[config.mk]
export PLATFORM = sky130hd
export DESIGN_NAME = can_id_statistics_table
export DESIGN_NICKNAME = d
export VERILOG_FILES = /design/src/rtl/cidst_pkg.sv /design/src/rtl/cidst_ctrl.sv /design/src/rtl/cidst_dp.sv /design/src/rtl/can_id_statistics_table.sv
export VERILOG_INCLUDE_DIRS = /design/src /design/src/rtl
export SDC_FILE = /design/constraint.sdc
export NUM_CORES = 2
export LEC_CHECK = 0
export CORE_ASPECT_RATIO = 0.5
export CORE_UTILIZATION = 25
export CTS_BUF_LIST = sky130_fd_sc_hd__clkbuf_16
export DETAILED_ROUTE_END_ITERATION = 8
export DONT_BUFFER_PORTS = 1
export PLACE_DENSITY = 0.4
export SLEW_MARGIN = 0
export SYNTH_ARGS = -nofsm -noshare
export SYNTH_HDL_FRONTEND = slang
export SYNTH_SLANG_ARGS = --single-unit
export TNS_END_PERCENT = 30
[constraint.sdc]
create_clock -name clk_i -period 10.5 [get_ports clk_i]
set_input_delay 1.575 -clock clk_i [delete_from_list [all_inputs] [get_ports clk_i]]
set_output_delay 1.575 -clock clk_i [all_outputs]
set_load 0.01 [all_outputs]
[src/rtl/assert_macros.svh]
// ----------------------------------------------------------------------------
// assertion macros
// clocked assertions on clk_i, switched off while rst_ni is low
// ----------------------------------------------------------------------------
`ifndef ASSERT_MACROS_SVH
`define ASSERT_MACROS_SVH

// property must hold at every edge out of reset
`define ASSERT_CLK(label, prop, msg) \
  label: assert property (@(posedge clk_i) disable iff (!rst_ni) (prop)) \
    else $error(msg);

// condition must never be seen out of reset
`define ASSERT_NEVER(label, cond, msg) \
  `ASSERT_CLK(label, !(cond), msg)

`endif

[src/rtl/cidst_pkg.sv]
// ----------------------------------------------------------------------------
// cidst_pkg
// shared widths, status codes and controller/datapath interface types for
// the CAN identifier statistics table
// ----------------------------------------------------------------------------
`timescale 1ns / 1ps

package cidst_pkg;

  localparam int unsigned ID_W    = 29;
  localparam int unsigned LEN_W   = 4;
  localparam int unsigned DATA_W  = 64;
  localparam int unsigned COUNT_W = 32;
  localparam int unsigned SLOT_W  = 5;
  localparam int unsigned USED_W  = 6;

  localparam int unsigned S_TDATA_W = 104;
  localparam int unsigned S_TUSER_W = 1;
  localparam int unsigned M_TDATA_W = 48;
  localparam int unsigned M_TUSER_W = 2;

  localparam int unsigned TABLE_ENTRIES_DEF = 32;

  localparam logic [COUNT_W-1:0] COUNT_MAX = '1;

  typedef enum logic [1:0] {
    STAT_UPDATED = 2'd0,
    STAT_CREATED = 2'd1,
    STAT_DROPPED = 2'd2
  } status_e;

  typedef struct packed {
    logic load;
    logic scan;
    logic write;
  } cmd_t;

  typedef struct packed {
    logic hit;
    logic done;
    logic out_free;
  } sts_t;

endpackage

[src/rtl/cidst_ctrl.sv]
// ----------------------------------------------------------------------------
// cidst_ctrl
// sequencer: takes a request, steps the table scan, then commits the update
// ----------------------------------------------------------------------------
`timescale 1ns / 1ps

module cidst_ctrl (
  input  logic            clk_i,
  input  logic            rst_ni,
  input  logic            req_valid_i,
  output logic            req_ready_o,
  input  cidst_pkg::sts_t sts_i,
  output cidst_pkg::cmd_t cmd_o
);
  import cidst_pkg::*;

  typedef enum logic [2:0] {
    S_IDLE  = 3'b001,
    S_SCAN  = 3'b010,
    S_WRITE = 3'b100
  } state_e;

  state_e state_q, state_d;

  always_comb begin
    state_d = state_q;
    case (state_q)
      S_IDLE: begin
        if (req_valid_i) state_d = S_SCAN;
      end
      S_SCAN: begin
        if (sts_i.hit || sts_i.done) state_d = S_WRITE;
      end
      S_WRITE: begin
        if (sts_i.out_free) state_d = S_IDLE;
      end
      default: begin
        state_d = S_IDLE;
      end
    endcase
  end

  always_ff @(posedge clk_i or negedge rst_ni) begin
    if (!rst_ni) begin
      state_q <= S_IDLE;
    end else begin
      state_q <= state_d;
    end
  end

  assign req_ready_o = (state_q == S_IDLE);
  assign cmd_o.load  = (state_q == S_IDLE) && req_valid_i;
  assign cmd_o.scan  = (state_q == S_SCAN) && !sts_i.hit;
  assign cmd_o.write = (state_q == S_WRITE) && sts_i.out_free;

endmodule

[src/rtl/cidst_dp.sv]
// ----------------------------------------------------------------------------
// cidst_dp
// table memories, scan address, match compare, count update and result
// register
// ----------------------------------------------------------------------------
`timescale 1ns / 1ps
`include "assert_macros.svh"

module cidst_dp #(
  parameter int unsigned TABLE_ENTRIES = cidst_pkg::TABLE_ENTRIES_DEF
) (
  input  logic                              clk_i,
  input  logic                              rst_ni,
  input  cidst_pkg::cmd_t                   cmd_i,
  output cidst_pkg::sts_t                   sts_o,
  input  logic [cidst_pkg::ID_W-1:0]        frame_id_i,
  input  logic                              is_extended_i,
  input  logic [cidst_pkg::LEN_W-1:0]       data_length_i,
  input  logic [cidst_pkg::DATA_W-1:0]      payload_i,
  output logic                              res_valid_o,
  input  logic                              res_ready_i,
  output logic [cidst_pkg::SLOT_W-1:0]      slot_o,
  output cidst_pkg::status_e                status_o,
  output logic [cidst_pkg::COUNT_W-1:0]     frame_count_o,
  output logic [cidst_pkg::USED_W-1:0]      entries_used_o
);
  import cidst_pkg::*;

  localparam int unsigned IDX_W = (TABLE_ENTRIES > 1) ? $clog2(TABLE_ENTRIES) : 1;
  localparam int unsigned CNT_W = $clog2(TABLE_ENTRIES + 1);
  localparam int unsigned KEY_W = ID_W + 1;
  localparam logic [CNT_W-1:0] DEPTH = CNT_W'(TABLE_ENTRIES);

  // table storage
  logic [KEY_W-1:0]        key_mem  [TABLE_ENTRIES];
  logic [COUNT_W-1:0]      cnt_mem  [TABLE_ENTRIES];
  logic [LEN_W+DATA_W-1:0] data_mem [TABLE_ENTRIES];

  // captured request
  logic [ID_W-1:0]   id_q;
  logic              ext_q;
  logic [LEN_W-1:0]  len_q;
  logic [DATA_W-1:0] payload_q;

  // scan
  logic [CNT_W-1:0]   addr_q;
  logic [CNT_W-1:0]   used_q;
  logic               rd_vld_q;
  logic [IDX_W-1:0]   rd_idx_q;
  logic [KEY_W-1:0]   key_rd_q;
  logic [COUNT_W-1:0] cnt_rd_q;

  // result
  logic               out_vld_q;
  logic [SLOT_W-1:0]  res_slot_q;
  status_e            res_status_q;
  logic [COUNT_W-1:0] res_count_q;
  logic [USED_W-1:0]  res_used_q;

  logic [KEY_W-1:0]   key_in;
  logic               hit;
  logic               room;
  logic               rd_issue;
  logic [IDX_W-1:0]   addr_idx;
  logic [IDX_W-1:0]   wr_idx;
  logic               wr_en;
  logic [COUNT_W-1:0] cnt_inc;
  logic [COUNT_W-1:0] wr_cnt;
  logic [CNT_W-1:0]   used_inc;
  logic [SLOT_W-1:0]  slot_d;
  status_e            status_d;
  logic [COUNT_W-1:0] count_d;
  logic [USED_W-1:0]  used_d;

  assign key_in   = {ext_q, id_q};
  assign hit      = rd_vld_q && (key_rd_q == key_in);
  assign room     = (used_q < DEPTH);
  assign rd_issue = cmd_i.scan && (addr_q < used_q);
  assign addr_idx = addr_q[IDX_W-1:0];
  assign cnt_inc  = (cnt_rd_q == COUNT_MAX) ? cnt_rd_q : cnt_rd_q + COUNT_W'(1);
  assign used_inc = used_q + CNT_W'(1);
  assign wr_en    = cmd_i.write && (hit || room);
  assign wr_idx   = hit ? rd_idx_q : used_q[IDX_W-1:0];
  assign wr_cnt   = hit ? cnt_inc : COUNT_W'(1);

  always_comb begin
    if (hit) begin
      slot_d   = SLOT_W'(rd_idx_q);
      status_d = STAT_UPDATED;
      count_d  = cnt_inc;
      used_d   = USED_W'(used_q);
    end else if (room) begin
      slot_d   = SLOT_W'(used_q);
      status_d = STAT_CREATED;
      count_d  = COUNT_W'(1);
      used_d   = USED_W'(used_inc);
    end else begin
      slot_d   = '0;
      status_d = STAT_DROPPED;
      count_d  = '0;
      used_d   = USED_W'(used_q);
    end
  end

  assign sts_o.hit      = hit;
  assign sts_o.done     = !rd_vld_q && (addr_q >= used_q);
  assign sts_o.out_free = !out_vld_q || res_ready_i;

  // memories: one write, one registered read per cycle
  always_ff @(posedge clk_i) begin
    if (wr_en) begin
      cnt_mem[wr_idx]  <= wr_cnt;
      data_mem[wr_idx] <= {len_q, payload_q};
      if (!hit) begin
        key_mem[wr_idx] <= key_in;
      end
    end
    if (rd_issue) begin
      key_rd_q <= key_mem[addr_idx];
      cnt_rd_q <= cnt_mem[addr_idx];
      rd_idx_q <= addr_idx;
    end
  end

  always_ff @(posedge clk_i) begin
    if (cmd_i.load) begin
      id_q      <= frame_id_i;
      ext_q     <= is_extended_i;
      len_q     <= data_length_i;
      payload_q <= payload_i;
    end
    if (cmd_i.write) begin
      res_slot_q   <= slot_d;
      res_status_q <= status_d;
      res_count_q  <= count_d;
      res_used_q   <= used_d;
    end
  end

  always_ff @(posedge clk_i or negedge rst_ni) begin
    if (!rst_ni) begin
      addr_q    <= '0;
      rd_vld_q  <= 1'b0;
      used_q    <= '0;
      out_vld_q <= 1'b0;
    end else begin
      if (cmd_i.load) begin
        addr_q   <= '0;
        rd_vld_q <= 1'b0;
      end else if (cmd_i.scan) begin
        rd_vld_q <= rd_issue;
        if (rd_issue) addr_q <= addr_q + CNT_W'(1);
      end
      if (wr_en && !hit) begin
        used_q <= used_inc;
      end
      if (cmd_i.write) begin
        out_vld_q <= 1'b1;
      end else if (res_ready_i) begin
        out_vld_q <= 1'b0;
      end
    end
  end

  assign res_valid_o    = out_vld_q;
  assign slot_o         = res_slot_q;
  assign status_o       = res_status_q;
  assign frame_count_o  = res_count_q;
  assign entries_used_o = res_used_q;

  `ASSERT_CLK(a_used_bound, used_q <= DEPTH, "entry count above table depth")
  `ASSERT_CLK(a_rd_in_use, rd_vld_q |-> (CNT_W'(rd_idx_q) < used_q), "read of unused slot")
  `ASSERT_CLK(a_used_step, (used_q != $past(used_q)) |-> (used_q == $past(used_q) + CNT_W'(1)), "entry count jumped")
  `ASSERT_NEVER(a_res_no_write, $rose(out_vld_q) && !$past(cmd_i.write), "result without commit")

endmodule

[src/rtl/can_id_statistics_table.sv]
// ----------------------------------------------------------------------------
// can_id_statistics_table
// per-identifier frame statistics: matches each received CAN frame against
// the stored identifiers, refreshes or appends an entry or drops it, and reports the slot
// ----------------------------------------------------------------------------
//  channel  | dir | tdata (lsb first)                       | tuser
//  s_axis   | in  | frame_id, data_length, payload          | is_extended
//  m_axis   | out | slot, frame_count, entries_used         | status
//
//  a request is accepted in the idle state, then the key scan reads one slot per cycle
//  (single registered read port of the key memory) until a hit or the end of the
//  slots in use, then the update is committed once the output register is free
//  reset clears entry count, scan state and output valid; table contents are not cleared
//  a result waits in the output register while the next request is taken;
//  that request's commit waits until the result is taken
// ----------------------------------------------------------------------------
`timescale 1ns / 1ps

module can_id_statistics_table #(
  parameter int unsigned TABLE_ENTRIES = cidst_pkg::TABLE_ENTRIES_DEF
) (
  input  logic                              clk_i,
  input  logic                              rst_ni,
  input  logic                              s_axis_tvalid,
  output logic                              s_axis_tready,
  input  logic [cidst_pkg::S_TDATA_W-1:0]   s_axis_tdata,  // frame_id, data_length, payload
  input  logic [cidst_pkg::S_TUSER_W-1:0]   s_axis_tuser,  // is_extended
  output logic                              m_axis_tvalid,
  input  logic                              m_axis_tready,
  output logic [cidst_pkg::M_TDATA_W-1:0]   m_axis_tdata,  // slot, frame_count, entries_used
  output logic [cidst_pkg::M_TUSER_W-1:0]   m_axis_tuser   // status
);
  import cidst_pkg::*;

  localparam int unsigned LEN_LO  = ID_W;
  localparam int unsigned DATA_LO = ID_W + LEN_W;
  localparam int unsigned PAD_W   = M_TDATA_W - SLOT_W - COUNT_W - USED_W;

  cmd_t               cmd;
  sts_t               sts;
  logic [SLOT_W-1:0]  slot;
  status_e            status;
  logic [COUNT_W-1:0] frame_count;
  logic [USED_W-1:0]  entries_used;

  cidst_ctrl u_ctrl (
    .clk_i       (clk_i),
    .rst_ni      (rst_ni),
    .req_valid_i (s_axis_tvalid),
    .req_ready_o (s_axis_tready),
    .sts_i       (sts),
    .cmd_o       (cmd)
  );

  cidst_dp #(
    .TABLE_ENTRIES (TABLE_ENTRIES)
  ) u_dp (
    .clk_i          (clk_i),
    .rst_ni         (rst_ni),
    .cmd_i          (cmd),
    .sts_o          (sts),
    .frame_id_i     (s_axis_tdata[ID_W-1:0]),
    .is_extended_i  (s_axis_tuser[0]),
    .data_length_i  (s_axis_tdata[LEN_LO +: LEN_W]),
    .payload_i      (s_axis_tdata[DATA_LO +: DATA_W]),
    .res_valid_o    (m_axis_tvalid),
    .res_ready_i    (m_axis_tready),
    .slot_o         (slot),
    .status_o       (status),
    .frame_count_o  (frame_count),
    .entries_used_o (entries_used)
  );

  assign m_axis_tdata = {{PAD_W{1'b0}}, entries_used, frame_count, slot};
  assign m_axis_tuser = M_TUSER_W'(status);

endmodule

==> run metrics <==
CTS-repair resized insts=0; clock sink count=about 2100; final antenna-violating net count=0; Die H=~410 um; Slew @ Worst Pin=approximately 1300 ps; number of max-cap violations=0; predominant post-synthesis flop cell=edfxtp_1; Post-CTS Hold Buffers=0; post-layout util=0.292; CP Max Fanout=33; part of the Yosys area used for sequential elements=0.780; Final Critical Period=slightly above 5000 ps; FF-to-FF path depth=8; pwr dens=~210 nW/um2; clk_lat worst skew=between 800 and 900 ps; final-report setup violation count=0; crit path kind=reg2reg; worst hold slack=396 ps; RSZ-0062 raised after global routing=no; Critical R2R Launch=u_dp.id_q[10]; Initial DRT Pass Iterations=5; Hold Path Class=in2async; Multi-input gate area=17700 um2; Final nets=between 3000 and 4000; first-pass GRT wire length=between 300 and 400 mm; Yosys cell types=51; DRT Wirelength=between 200 and 250 mm; std cell rows=~150; DR iter-0 viols=approximately 3200; worst path cell trace=xnor2_1 -> nand4_1 -> nor4_2 -> buf_4 -> nand2_4 -> nand2_1 -> nor3_2 -> buf_4; synthesis-stage register bit count=between 2000 and 2500; via density per instance=about 4.5; Vias=between 30000 and 40000; P_leak=approximately 29 nW; Slew headroom=0.143; Syn Inst Count=roughly 3600; I/O Buffers=0; Slew Limit Fails=0; most used cell, CP=buf_4; Area growth syn-to-layout=15.8%; achievable frequency=roughly 190 MHz; Async SR Flop Fraction=0.00793; Root Buffer=clkbuf_16; max incr delay on CP=roughly 1100 ps; outcome=finished clean; WP data arrival=around 5700 ps; TritonCTS clock tree=built; share of layout cells above drive strength 1=0.294; clk slew on worst S/H paths=~60 ps; CP endpoint kind=register; mean routed wirelength per cell=~28 um; I/O pins=around 160; Final Skew=about 56 ps; DIE AREA=332000 um2; Num CTS Buffers=around 220; global-route congestion overflow total=0; CORE AREA=327000 um2; vias in the first global route=roughly 40000; DRC Markers=0; Post-synth EDFFs=roughly 2100; largest net degree at the start of global routing=~140; Final HPWL DP=around 110 mm; setup TNS=0 ps; chip width=about 800 um; GRT Total Usage=0.136; initial antenna violation count=9; reg2reg setup slack=approximately 5300 ps; Placer Congestion=between 0.7 and 0.8; Max IR drop VDD=roughly 0.13 mV; crit start category=register; WP data required=about 11000 ps; synthesized area per cell=23.0 um2; register area=about 64000 um2; FILL cells=31800; synthesized cell area=82400 um2; R2R Path End=u_dp.key_mem[26][3]; Tcrit/Tclk final=0.495; most frequent cells in the layout=2126 x edfxtp_1, 620 x mux4_2, 225 x nand2_1; Yosys warnings=0; Initial Utilization=0.252; CTS H-tree depth=4; Worst path slowest cell=nor3_2; commonest non-fill, non-tap cell in the layout=edfxtp_1; Fin. Hold Viols=0; Max Buffers Root-to-Sink=4; post-CTS setup buffer count=0
worst max-delay path by stage:
| stage | from | to | depth (start not counted) |
|---|---|---|---|
| 6_report | u_dp.id_q[10] | u_dp.key_mem[26][3] | 8 |
| 5_1_grt | u_dp.id_q[10] | u_dp.key_mem[26][3] | 8 |
| 4_1_cts | u_dp.id_q[10] | u_dp.key_mem[26][3] | 8 |
| 3_5_place_dp | u_dp.id_q[10] | u_dp.key_mem[25][3] | 8 |
| 3_3_place_gp | u_dp.id_q[10] | u_dp.key_mem[25][3] | 8 |
| 2_1_floorplan | m_axis_tready | u_dp.cnt_mem[28][0] | 5 |
layer usage:
metal,GRT usage,wire (um),share of wire,vias up
met5,0,0,0,-
met4,0.0253,3810,0.017,0
met3,0.0175,8290,0.036,286
met2,0.243,119000,0.52,782
met1,0.178,98700,0.43,20700
li1,-,-,-,15500
cell type report:
type	instances	share of cell area
antenna	2	0.0000524
clock buffer	224	0.0587
clock inverter	166	0.0115
inverter	21	0.000957
multi-input combinational	1242	0.186
sequential	2143	0.674
tap	4350	0.0570
timing repair buffer	156	0.0127
registers in the layout, indices dropped and copies added, names as in the netlist:
| signal | count |
|---|---|
| u_dp.key_rd_q | 30 |
| u_dp.cnt_rd_q | 32 |
| u_dp.cnt_mem | 1024 |
| u_dp.res_valid_o | 1 |
| u_dp.ext_q | 1 |
| u_dp.rd_vld_q | 1 |
| u_dp.rd_idx_q | 5 |
| u_dp.used_q | 6 |
| u_dp.key_mem | 960 |
| u_dp.slot_o | 5 |
| u_dp.frame_count_o | 32 |
| u_dp.addr_q | 6 |
| u_ctrl.state_q | 3 |
| u_dp.entries_used_o | 6 |
| u_dp.id_q | 29 |
| u_dp.status_o | 2 |
where the power goes:
group / internal (W) / switching, W / leakage [nW]
clock: 0.00418 / 0.00329 / 3.48
sequential: 0.00965 / 0.000199 / 20.0
combinational: 0.00112 / 0.00130 / 5.75
synthesized netlist by cell type (all sizes together) (4+ instances only):
master,count,area [um2]
nor3,58,290
nand2b,6,37.5
inv,18,67.6
mux4,620,14000
xor2,6,52.6
mux2,9,101
a211oi,4,30.0
o21ai,6,30.0
ha,11,138
dfrtp,16,400
nor3b,5,37.5
edfxtp,2126,63800
clkbuf,94,353
a31o,4,35.0
or4,4,30.0
nand2,226,851
buf,91,440
nor2,93,349
a21oi,18,90.1
xnor2,58,508
nor4,17,125
nand3,24,120
mux2i,13,130
nand4,21,131
or3,7,43.8
per-stage QoR:
step	cell area (um2)	std cells	worst slack (ps)	total power, W
floorplan	82500	3591	3800	0.0118
global placement	88700	7912	5330	0.0125
detailed placement	88700	7912	5120	0.0125
CTS	95400	8302	5110	0.0201
global route	95400	8303	4960	0.0205
finish	95400	8304	5300	0.0197
cell families (layout without fill, tap and decap cells):
| family | Yosys count | after routing | synth area share |
|---|---|---|---|
| and+or+nand+nor | 477 | 477 | 0.0258 |
| other | 1 | 7 | 0.0000455 |
| adders and majority gates | 11 | 11 | 0.00167 |
| AOI/OAI and AO/OA | 43 | 43 | 0.00328 |
| muxes | 642 | 642 | 0.172 |
| xor gates and xnor gates | 64 | 64 | 0.00680 |
| buffers and inverters | 206 | 567 | 0.0106 |
| DFF | 2143 | 2143 | 0.780 |
worst max-delay path: cells and delay by family (launching register included):
family / cells / cell delay [ps]
xor+xnor: 1 / 470
buf+inv: 2 / 910
flops: 1 / 1010
simple gates: 5 / 2350
Note: power is estimated with default switching activity, not from simulation.
